**src/ddsqrt_pkg.sv**
```systemverilog
`timescale 1ns / 1ps
// ----------------------------------------------------------------------------
// ddsqrt_pkg
// Types and constants for the decimal digit square root block.
// ----------------------------------------------------------------------------
package ddsqrt_pkg;

  localparam int unsigned RadicandW = 32;
  localparam int unsigned RootW     = 36;
  localparam int unsigned DecLimits = 9;

  typedef struct packed {
    logic [RadicandW-1:0] radicand;
    logic                 even_digit_count;
  } req_t;

  typedef struct packed {
    logic [RootW-1:0] root_millionths;
    logic             parity_error;
  } rsp_t;

  // 10^1 .. 10^9: a 32-bit value has one more decimal digit per limit it reaches
  localparam logic [RadicandW-1:0] DEC_LIMIT [1:DecLimits] = '{
    32'd10, 32'd100, 32'd1000, 32'd10000, 32'd100000,
    32'd1000000, 32'd10000000, 32'd100000000, 32'd1000000000
  };

  function automatic logic [63:0] pow10(input int unsigned e);
    logic [63:0] p;
    p = 64'd1;
    for (int unsigned i = 0; i < e; i++) begin
      p = p * 64'd10;
    end
    return p;
  endfunction

endpackage

```
**src/decimal_digit_square_root.sv**
```systemverilog
`timescale 1ns / 1ps
// ----------------------------------------------------------------------------
// decimal_digit_square_root
// floor(sqrt(radicand) * 10^FRAC_DIGITS), with a check of the digit parity flag.
// ----------------------------------------------------------------------------
// A transfer is taken when start is high and busy is low. The radicand is
// scaled by 100 once per cycle, FRAC_DIGITS times, then a restoring
// binary square root unit makes one root bit per cycle, ROOT_BITS bits in
// all (36 at the default parameters). busy stays high throughout, and done_o
// pulses in the first cycle with busy low; a new start is taken in that same
// cycle. A wrong parity flag gives a zero root with parity_error set, with
// done_o in the next cycle and busy never raised. done_o is high for exactly
// one cycle and cannot be held off, so the receiver must take rsp_o in that
// cycle.
// ----------------------------------------------------------------------------
module decimal_digit_square_root #(
  parameter int unsigned FRAC_DIGITS   = 6,
  parameter int unsigned RADICAND_BITS = 32
) (
  input  logic               clk_i,
  input  logic               rst_ni,
  input  logic               start,
  output logic               busy,
  input  ddsqrt_pkg::req_t   req_i,
  output logic               done_o,
  output ddsqrt_pkg::rsp_t   rsp_o
);

  localparam int unsigned InW       = (RADICAND_BITS < ddsqrt_pkg::RadicandW) ?
                                      RADICAND_BITS : ddsqrt_pkg::RadicandW;
  localparam logic [63:0] ScalePow  = ddsqrt_pkg::pow10(2 * FRAC_DIGITS);
  localparam int unsigned ScaleBits = $clog2(ScalePow);
  localparam int unsigned ROOT_BITS = (InW + ScaleBits + 1) / 2;
  localparam int unsigned NW        = 2 * ROOT_BITS;
  localparam int unsigned REM_W     = ROOT_BITS + 3;
  localparam int unsigned CntMax    = (FRAC_DIGITS > ROOT_BITS) ? FRAC_DIGITS : ROOT_BITS;
  localparam int unsigned CNT_W     = $clog2(CntMax + 1);
  localparam int unsigned WIDE_W    = (ROOT_BITS > ddsqrt_pkg::RootW) ?
                                      ROOT_BITS : ddsqrt_pkg::RootW;
  localparam logic [ddsqrt_pkg::RadicandW-1:0] InMask =
    ddsqrt_pkg::RadicandW'((64'd1 << InW) - 64'd1);

  typedef enum logic [1:0] {ST_IDLE, ST_SCALE, ST_ROOT} state_e;

  state_e                 state_q;
  logic [CNT_W-1:0]       cnt_q;
  logic                   done_q;
  ddsqrt_pkg::rsp_t       rsp_q;

  logic [NW-1:0]          n_q, n_d;
  logic [REM_W-1:0]       rem_q, rem_d;
  logic [ROOT_BITS-1:0]   root_q, root_d;

  logic [ddsqrt_pkg::RadicandW-1:0] n_in;
  logic [ddsqrt_pkg::DecLimits-1:0] ge;
  logic                   is_even, par_err, take;
  logic [REM_W-1:0]       rem_sh, trial;
  logic [REM_W:0]         diff;
  logic                   fits;
  logic [NW-1:0]          scaled;
  logic [WIDE_W-1:0]      root_wide;

  assign take = start && !busy;
  assign n_in = req_i.radicand & InMask;

  always_comb begin
    for (int k = 1; k <= ddsqrt_pkg::DecLimits; k++) begin
      ge[k-1] = n_in >= ddsqrt_pkg::DEC_LIMIT[k];
    end
  end

  // digit count is 1 + popcount(ge): even when that popcount is odd
  assign is_even = ^ge;
  assign par_err = is_even != req_i.even_digit_count;

  assign scaled = (n_q << 6) + (n_q << 5) + (n_q << 2);

  // shared restoring square root step
  assign rem_sh = {rem_q[REM_W-3:0], n_q[NW-1 -: 2]};
  assign trial  = REM_W'({root_q, 2'b01});
  assign diff   = {1'b0, rem_sh} - {1'b0, trial};
  assign fits   = !diff[REM_W];

  always_comb begin
    n_d    = n_q;
    rem_d  = rem_q;
    root_d = root_q;
    if (take) begin
      n_d    = NW'(n_in);
      rem_d  = '0;
      root_d = '0;
    end else if (state_q == ST_SCALE) begin
      n_d = scaled;
    end else if (state_q == ST_ROOT) begin
      n_d    = n_q << 2;
      rem_d  = fits ? diff[REM_W-1:0] : rem_sh;
      root_d = {root_q[ROOT_BITS-2:0], fits};
    end
  end

  always_ff @(posedge clk_i) begin
    n_q    <= n_d;
    rem_q  <= rem_d;
    root_q <= root_d;
  end

  assign root_wide = WIDE_W'({root_q[ROOT_BITS-2:0], fits});

  always_ff @(posedge clk_i or negedge rst_ni) begin
    if (!rst_ni) begin
      state_q <= ST_IDLE;
      cnt_q   <= '0;
      done_q  <= 1'b0;
      rsp_q   <= '0;
    end else begin
      done_q <= 1'b0;
      unique case (state_q)
        ST_IDLE: begin
          if (take) begin
            if (par_err) begin
              done_q                <= 1'b1;
              rsp_q.root_millionths <= '0;
              rsp_q.parity_error    <= 1'b1;
            end else if (FRAC_DIGITS != 0) begin
              state_q <= ST_SCALE;
              cnt_q   <= CNT_W'(FRAC_DIGITS);
            end else begin
              state_q <= ST_ROOT;
              cnt_q   <= CNT_W'(ROOT_BITS);
            end
          end
        end
        ST_SCALE: begin
          if (cnt_q == CNT_W'(1)) begin
            state_q <= ST_ROOT;
            cnt_q   <= CNT_W'(ROOT_BITS);
          end else begin
            cnt_q <= cnt_q - CNT_W'(1);
          end
        end
        ST_ROOT: begin
          if (cnt_q == CNT_W'(1)) begin
            state_q               <= ST_IDLE;
            done_q                <= 1'b1;
            rsp_q.root_millionths <= root_wide[ddsqrt_pkg::RootW-1:0];
            rsp_q.parity_error    <= 1'b0;
          end else begin
            cnt_q <= cnt_q - CNT_W'(1);
          end
        end
        default: state_q <= ST_IDLE;
      endcase
    end
  end

  assign busy   = state_q != ST_IDLE;
  assign done_o = done_q;
  assign rsp_o  = rsp_q;

  a_done_idle: assert property (@(posedge clk_i) disable iff (!rst_ni)
    done_q |-> !busy)
    else $error("result strobe while busy");

  a_err_zero: assert property (@(posedge clk_i) disable iff (!rst_ni)
    done_q && rsp_q.parity_error |-> rsp_q.root_millionths == '0)
    else $error("parity error with nonzero root");

  a_err_fast: assert property (@(posedge clk_i) disable iff (!rst_ni)
    take && par_err |=> done_q && !busy)
    else $error("parity error result not given next cycle");

  a_rem_bound: assert property (@(posedge clk_i) disable iff (!rst_ni)
    state_q == ST_ROOT |-> rem_q <= (REM_W'(root_q) << 1))
    else $error("square root remainder out of range");

endmodule
```
**config.mk**
```make
export PLATFORM = sky130hd
export DESIGN_NAME = decimal_digit_square_root
export DESIGN_NICKNAME = d
export VERILOG_FILES = /design/src/ddsqrt_pkg.sv /design/src/decimal_digit_square_root.sv
export SDC_FILE = /design/constraint.sdc
export NUM_CORES = 1
export LEC_CHECK = 0
export BUFFER_PORTS_ARGS = -buffer_cell sky130_fd_sc_hd__buf_2
export CORE_MARGIN = 5
export CORE_UTILIZATION = 57
export DETAILED_ROUTE_END_ITERATION = 8
export HOLD_SLACK_MARGIN = 0.02
export PLACE_DENSITY = 0.76
export RECOVER_POWER = 50
export SLEW_MARGIN = 20
export SYNTH_ARGS = -nofsm -noshare
export SYNTH_HDL_FRONTEND = slang
export SYNTH_SLANG_ARGS = --single-unit
```
**constraint.sdc**
```tcl
create_clock -name clk_i -period 3.9 [get_ports clk_i]
set_input_delay 0.39 -clock clk_i [delete_from_list [all_inputs] [get_ports clk_i]]
set_output_delay 0.39 -clock clk_i [all_outputs]
set_load 0.02 [all_outputs]
```
==> results of run 1 <==
-- state kept, by name, summed over array words and instances, names as in the netlist --
signal   count
cnt_q        6
rem_q       37
state_q      2
rsp_o       37
n_q         72
done_o       1
root_q      36
-- worst max-delay path, cell delays in order (launching register included) --
cell       delay, ns
edfxtp_1        0.51
fa_1            0.63
ha_4            0.23
a21o_1          0.19
a31oi_1         0.23
o21ai_2         0.13
a2111oi_2       0.46
o32ai_2         0.19
nor4_2          0.16
buf_4           0.16
nor2_1          0.06
a21boi_1        0.18
xor2_1          0.11
a2111oi_2       0.37
-- layout make-up --
| type | count | area [um^2] |
|---|---|---|
| clock buffer | 17 | 425 |
| clock inverter | 15 | 190 |
| fill | 2454 | 10200 |
| inverter | 121 | 454 |
| multi-input combinational | 1556 | 11000 |
| sequential | 191 | 4370 |
| tap | 378 | 473 |
| timing repair buffer | 126 | 727 |
-- placed cells by master (no fill, tap or decap), types with 7 or more instances in the layout --
cell type,synthesis,final
nand2_1,221,220
a21oi_1,221,219
o21ai_0,154,149
inv_1,120,120
dfxtp_1,113,113
nor2_1,103,101
ha_1,108,91
nand3_1,77,77
fa_1,66,65
a21o_1,64,64
xnor2_1,56,56
mux2i_1,50,50
dfrtp_1,46,46
buf_4,3,46
o21ai_1,36,40
clkbuf_1,80,40
a31oi_1,37,36
xor2_1,35,35
buf_2,14,34
edfxtp_1,32,32
o21bai_1,28,28
nor3_1,28,27
nand4_1,25,25
and3_1,25,24
a211oi_1,20,19
clkbuf_16,0,17
nor2b_1,16,16
o21a_1,15,15
and2_1,15,14
o211ai_1,13,13
nand2b_1,10,10
ha_2,0,10
o31ai_1,11,9
o22ai_1,8,8
or3_1,8,8
a311oi_1,7,7
ha_4,0,7
-- path summary, 6_finish.rpt --
path	slack, ns	to	cells after the start
setup reg to reg	0.18	n_q[59]	13
setup / recovery	0.18	n_q[59]	13
max in group asynchronous	1.08	cnt_q[2]	2
hold / removal	0.23	n_q[31]	3
hold reg to reg	0.47	root_q[35]	2
min in group asynchronous	1.32	rsp_o[24]	2
-- cell usage after synthesis, types with 4 or more instances --
cell type,count
a21oi_1,221
nand2_1,221
o21ai_0,154
inv_1,120
dfxtp_1,113
ha_1,108
nor2_1,103
clkbuf_1,80
nand3_1,77
fa_1,66
a21o_1,64
xnor2_1,56
mux2i_1,50
dfrtp_1,46
a31oi_1,37
o21ai_1,36
xor2_1,35
edfxtp_1,32
nor3_1,28
o21bai_1,28
and3_1,25
nand4_1,25
a211oi_1,20
nor2b_1,16
and2_1,15
o21a_1,15
buf_2,14
o211ai_1,13
o31ai_1,11
nand2b_1,10
o22ai_1,8
or3_1,8
a21boi_0,7
a311oi_1,7
a2111oi_0,6
nor4_1,6
or2_2,6
nand4b_1,5
buf_1,4
-- stage by stage --
stage | area, um^2 | cells
floorplan | 16000 | 1971
global placement | 16800 | 2361
detailed placement | 16800 | 2361
CTS | 17400 | 2393
global route | 17600 | 2404
finish | 17600 | 2404
-- timing repair --
item	in CTS	in global routing
endpoints found under the setup margin	5	26
buffers inserted	0	10
pin swaps	1	14
hold buffers	0	1
gates resized for setup	4	45
endpoints found under the hold margin	0	45
-- logic make-up (layout without fill, tap and decap cells) --
kind of cell / Yosys count / after routing / synth area share, %
buf+inv: 224 / 279 / 5.49
compound gates: 676 / 676 / 25.7
mux: 54 / 54 / 3.41
fa+ha+maj: 174 / 174 / 16.7
flops: 191 / 191 / 27.3
xor+xnor: 91 / 91 / 4.98
simple gates: 561 / 561 / 16.4
-- layer usage --
layer / part of all wire (%) / global-route usage (%) / vias up / routed length (um)
li1: - / - / 7158 / -
met3: 5.3 / 3.64 / 80 / 2240
met5: 0 / 0 / - / 0
met4: 2.1 / 6.86 / 0 / 869
met1: 43 / 34.6 / 7090 / 17900
met2: 50 / 47.2 / 442 / 20900
==> summary.txt, run 1 <==
Run status
  – Status: finished, violations left
  – Failing checks: max-capacitance violations, max-slew violations

Detailed routing
  – Number of remaining DRC errors: 0
  – 1st-iter DRT viols: 1281
  – Drt first pass iters: 9
  – Routed WL: 41.9 mm
  – Via/cell ratio: 6.14
  – WL per Instance: 17.4 um
  – DR vias: 14770
  – Post-route ant nets: 0

Place
  – Dpl ws: -0.143 ns
  – GPL Wtd Cong: 0.944
  – IO Port Bufs: 74
  – HPWL Detailed: 30.5 mm

STA
  – Final Max Slew Viols: 47
  – Highest clock rate: 0.269 GHz
  – Final setup violation count: 0
  – Hold Vio Cnt, Final: 0
  – Final min period: 3.72 ns
  – Final setup TNS: 0 ns
  – Max_slew headroom: -76.4%
  – Fin Clk Skew: 0.0212 ns
  – Crit share post-route: 95.3%
  – Fin Hold WS: 0.234 ns
  – Final worst slack: 0.184 ns
  – Least-Margin Pin Slew: 2.65 ns

Synth
  – Distinct cells, synth: 85
  – Cells after synthesis: 1971
  – Post-Syn Area: 0.0160 mm^2
  – Post-Syn Nets: 2181
  – Largest cells by area after synthesis: dfxtp_1 (14%), ha_1 (8.4%), fa_1 (8.3%)
  – Top_reg_cell synth: dfxtp_1
  – Yosys warns: 0
  – Share of the synthesized area in the top cell type: 14.1%
  – Syn avg cell area: 8.12 um^2
  – Yosys top cell by area: dfxtp_1
  – Post-synthesis register bit count: 191
  – Number of synthesized flops with an enable pin: 32
  – Sequential share of the synthesized area: 27.3%
  – Post-synth ARST share: 24.1%

Min path
  – Worst hold path startpoint: req_i[32]
  – Hold WC Path Type: in2reg

Global route
  – Global-route wire length before repair: 70.1 mm
  – Largest net degree at the start of global routing: 87
  – GRT Total Usage: 26.7%
  – Number of global-route vias before repair: 14166
  – GR Overflow Total: 0
  – Initial antenna violation count: 0

Clocking
  – Clock-pin slew on the worst setup and hold paths: 0.09 ns
  – Root Driver: clkbuf_16
  – Worst-Skew Late Latency: 0.46 ns
  – H-tree depth: 4
  – CTS buffer count: 17
  – Clock Path Buffers: 2
  – CTS tree: done
  – CTS Sinks: 191

Final layout
  – Area delta synth->final: 10.0%
  – Fin util: 63.4%
  – Ratio of cells with drive above 1 in the final layout: 8.54%
  – Antenna fix cells: 0
  – Nets: 2223

Setup path
  – Required @ worst endpoint: 4.26 ns
  – Critical setup path kind: reg2reg
  – CP arrival: 4.07 ns
  – Worst reg2reg path startpoint: n_q[20]
  – Setup crit start: n_q[20]
  – Crit end category: register
  – Crit-path max FO: 4
  – Startpoint types: register

Floorplan
  – Die ar.: 0.0315 mm^2
  – Die X-Extent: 178 um
  – Row count: 61
  – Starting density of the core: 57.6%
  – Total core area: 0.0278 mm^2
  – Ports: 75
  – Die H: 178 um

Flow run
  – Max Cap Violations: 1
Power of run 1 is left out: the tool's default activity adds up to more than one toggle a clock period on the data nets, which glitch-free logic cannot reach.
==> run 2, diff against run 1 <==
--- a/config.mk
+++ b/config.mk
@@ -5,10 +5,10 @@
 export SDC_FILE = /design/constraint.sdc
 export NUM_CORES = 1
 export LEC_CHECK = 0
-export BUFFER_PORTS_ARGS = -buffer_cell sky130_fd_sc_hd__buf_2
 export CORE_MARGIN = 5
-export CORE_UTILIZATION = 57
+export CORE_UTILIZATION = 59
 export DETAILED_ROUTE_END_ITERATION = 8
+export DONT_BUFFER_PORTS = 1
 export HOLD_SLACK_MARGIN = 0.02
 export PLACE_DENSITY = 0.76
 export RECOVER_POWER = 50
==> run 2 against run 1 <==
Against the previous run:
- the flow still finishes with violations (max-capacitance violations, max-slew violations)
- register-to-register slack got worse by 0.11 ns
- count of clock-buffer cells in the layout unchanged
- non-clock buffer count decreased by 65
- critical path depth increased by 1
- highest routed layer unchanged
- global-route usage increased by 0.61 points
- via count decreased by 1.7%
- final cell count decreased by 4.2%
==> summary.txt, run 2 (same netlist as run 1, synthesis figures left out) <==
Setup path
  – Crit-path slowest cell: edfxtp_1 (was fa_1)
  – Crit-path max cell delay: 0.48 ns (was 0.63 ns)
  – Crit-path max FO: 4 (unchanged)
  – Crit path max-delay family: compound AO/OA/AOI/OAI gates (unchanged)
  – CP Cell Sequence: buf_4, fa_1, ha_4, buf_4, nand3_1, nor3_2, nand4_1, a31oi_4, nor2_4, buf_4, o31ai_2, a31oi_1, xor2_1, a21oi_1 (was fa_1, ha_4, a21o_1, a31oi_1, o21ai_2, a2111oi_2, o32ai_2, nor4_2, buf_4, nor2_1, a21boi_1, xor2_1, a2111oi_2)
  – CP arrival: 4.15 ns (was 4.07 ns)
  – Number of buffers and inverters on the critical path: 3 (was 1)
  – Startpoint types: register (unchanged)
  – Required @ worst endpoint: 4.22 ns (was 4.26 ns)
  – Critical setup path kind: reg2reg (unchanged)
  – Crit end category: register (unchanged)
  – Crit path top cell by count: buf_4 (was a2111oi_2)

Min path
  – Hold WC Path Type: in2reg (unchanged)

Place
  – GPL Wtd Cong: 0.974 (was 0.944)
  – Placed instance count: 2258 (was 2361)
  – IO Port Bufs: 0 (was 74)
  – Dpl cell area: 0.0164 mm^2 (was 0.0168 mm^2)
  – HPWL Detailed: 30.6 mm (was 30.5 mm)

STA
  – Final setup violation count: 0 (unchanged)
  – Crit share post-route: 98.2% (was 95.3%)
  – Final min period: 3.83 ns (was 3.72 ns)
  – RSZ-0062 raised after global routing: true
  – Highest clock rate: 0.261 GHz (was 0.269 GHz)
  – Fin Clk Skew: 0.0121 ns (was 0.0212 ns)
  – Final Max Slew Viols: 47 (unchanged)
  – Least-Margin Pin Slew: 2.72 ns (was 2.65 ns)
  – Max_slew headroom: -81.1% (was -76.4%)
  – Hold Vio Cnt, Final: 0 (unchanged)

Floorplan
  – Starting density of the core: 59.7% (was 57.6%)
  – Die H: 175 um (was 178 um)
  – Ports: 75 (unchanged)
  – Total core area: 0.0268 mm^2 (was 0.0278 mm^2)
  – Die X-Extent: 175 um (was 178 um)
  – Die ar.: 0.0305 mm^2 (was 0.0315 mm^2)
  – Row count: 60 (was 61)

Global route
  – GRT Total Usage: 27.3% (was 26.7%)
  – Largest net degree at the start of global routing: 84 (was 87)
  – GR Overflow Total: 0 (unchanged)
  – Initial antenna violation count: 0 (unchanged)
  – Global-route wire length before repair: 70.2 mm (was 70.1 mm)
  – Number of global-route vias before repair: 14253 (was 14166)

Final layout
  – Nets: 2158 (was 2223)
  – Antenna fix cells: 0 (unchanged)
  – Largest Register: n_q (unchanged)
  – Area delta synth->final: 8.03% (was 10.0%)
  – Max reg flops: 72 (unchanged)
  – Ratio of cells with drive above 1 in the final layout: 7.09% (was 8.54%)
  – Most frequent cells in the layout: nand2_1 (221), a21oi_1 (218), o21ai_0 (148) (was nand2_1 (220), a21oi_1 (219), o21ai_0 (149))
  – Final non-filler cell area: 0.0173 mm^2 (was 0.0176 mm^2)
  – Non-filler cells, final: 2302 (was 2404)
  – Commonest non-fill, non-tap cell in the layout: nand2_1 (unchanged)
  – Fin util: 64.5% (was 63.4%)
  – # fillers: 2232 (was 2454)

Clocking
  – H-tree depth: 4 (unchanged)
  – CTS tree: done (unchanged)
  – Root Driver: clkbuf_16 (unchanged)
  – CTS Sinks: 191 (unchanged)
  – Worst-Skew Late Latency: 0.45 ns (was 0.46 ns)
  – Clock-pin slew on the worst setup and hold paths: 0.08 ns (was 0.09 ns)
  – Clock Path Buffers: 2 (unchanged)
  – CTS buffer count: 17 (unchanged)

Detailed routing
  – 1st-iter DRT viols: 1472 (was 1281)
  – WL per Instance: 18.3 um (was 17.4 um)
  – DR vias: 14516 (was 14770)
  – Routed WL: 42.2 mm (was 41.9 mm)
  – Number of remaining DRC errors: 0 (unchanged)
  – Post-route ant nets: 0 (unchanged)
  – Via/cell ratio: 6.31 (was 6.14)
  – Drt first pass iters: 5 (was 9)

Run status
  – Status: finished, violations left (unchanged)
  – Failing checks: max-capacitance violations, max-slew violations (unchanged)

Flow run
  – Max Cap Violations: 1 (unchanged)
## run 2: cell count changes in the layout (fill, tap and decap cells not counted), moves of 2 or more
cell,delta
a21boi_1,-2
inv_8,-2
buf_2,-34
clkbuf_1,-38
ha_2,-9
clkbuf_4,-2
nor2_2,-2
clkinv_2,+3
ha_1,+10
buf_4,+10
## run 2: per-layer routing
metal | share of wire, % | global-route usage, %
met1 | 42 | 34.9
met2 | 50 | 48.0
met3 | 5.2 | 3.72
met4 | 2.7 | 8.90
met5 | 0 | 0
## run 2: final cells by class
class / count / area (um^2) / area share [%]
flip-flops and latches: 191 / 4370 / 25.3
clock buffers: 17 / 425 / 2.46
multi-input cells: 1556 / 11000 / 63.6
well taps: 341 / 427 / 2.47
repair buffers: 61 / 463 / 2.68
clock inverters: 15 / 150 / 0.868
inverters: 121 / 454 / 2.63
## run 2: final timing paths
path	start	end	slack, ns	depth (start not counted)
min	req_i[18]	n_q[17]	0.13	2
max	n_q[19]	n_q[66]	0.07	14
max reg2reg	n_q[19]	n_q[66]	0.07	14
min in group asynchronous	rst_ni	rsp_o[32]	1.35	2
min reg2reg	root_q[35]	root_q[35]	0.47	2
max in group asynchronous	rst_ni	cnt_q[3]	1.00	2
## run 2: what timing repair did
item,CTS,global route
buffers inserted,0,10
pin swaps,0,18
resized for setup,3,42
endpoints found under the hold margin,46,0
hold buffers,2,0
endpoints found under the setup margin,4,25
## run 2: per-stage QoR
| stage | hold slack (ns) | setup TNS (ns) | worst slack, ns |
|---|---|---|---|
| finish | 0.131 | 0 | 0.0688 |
| global route | 0.125 | -0.361 | -0.0705 |
| CTS | 0.121 | 0 | 0.000300 |
| detailed placement | 0.0957 | -0.0441 | -0.0362 |
| global placement | 0.0958 | -0.0416 | -0.0416 |
| floorplan | 0.0944 | 0 | 0.200 |
Power of run 2 is left out for the same reason.
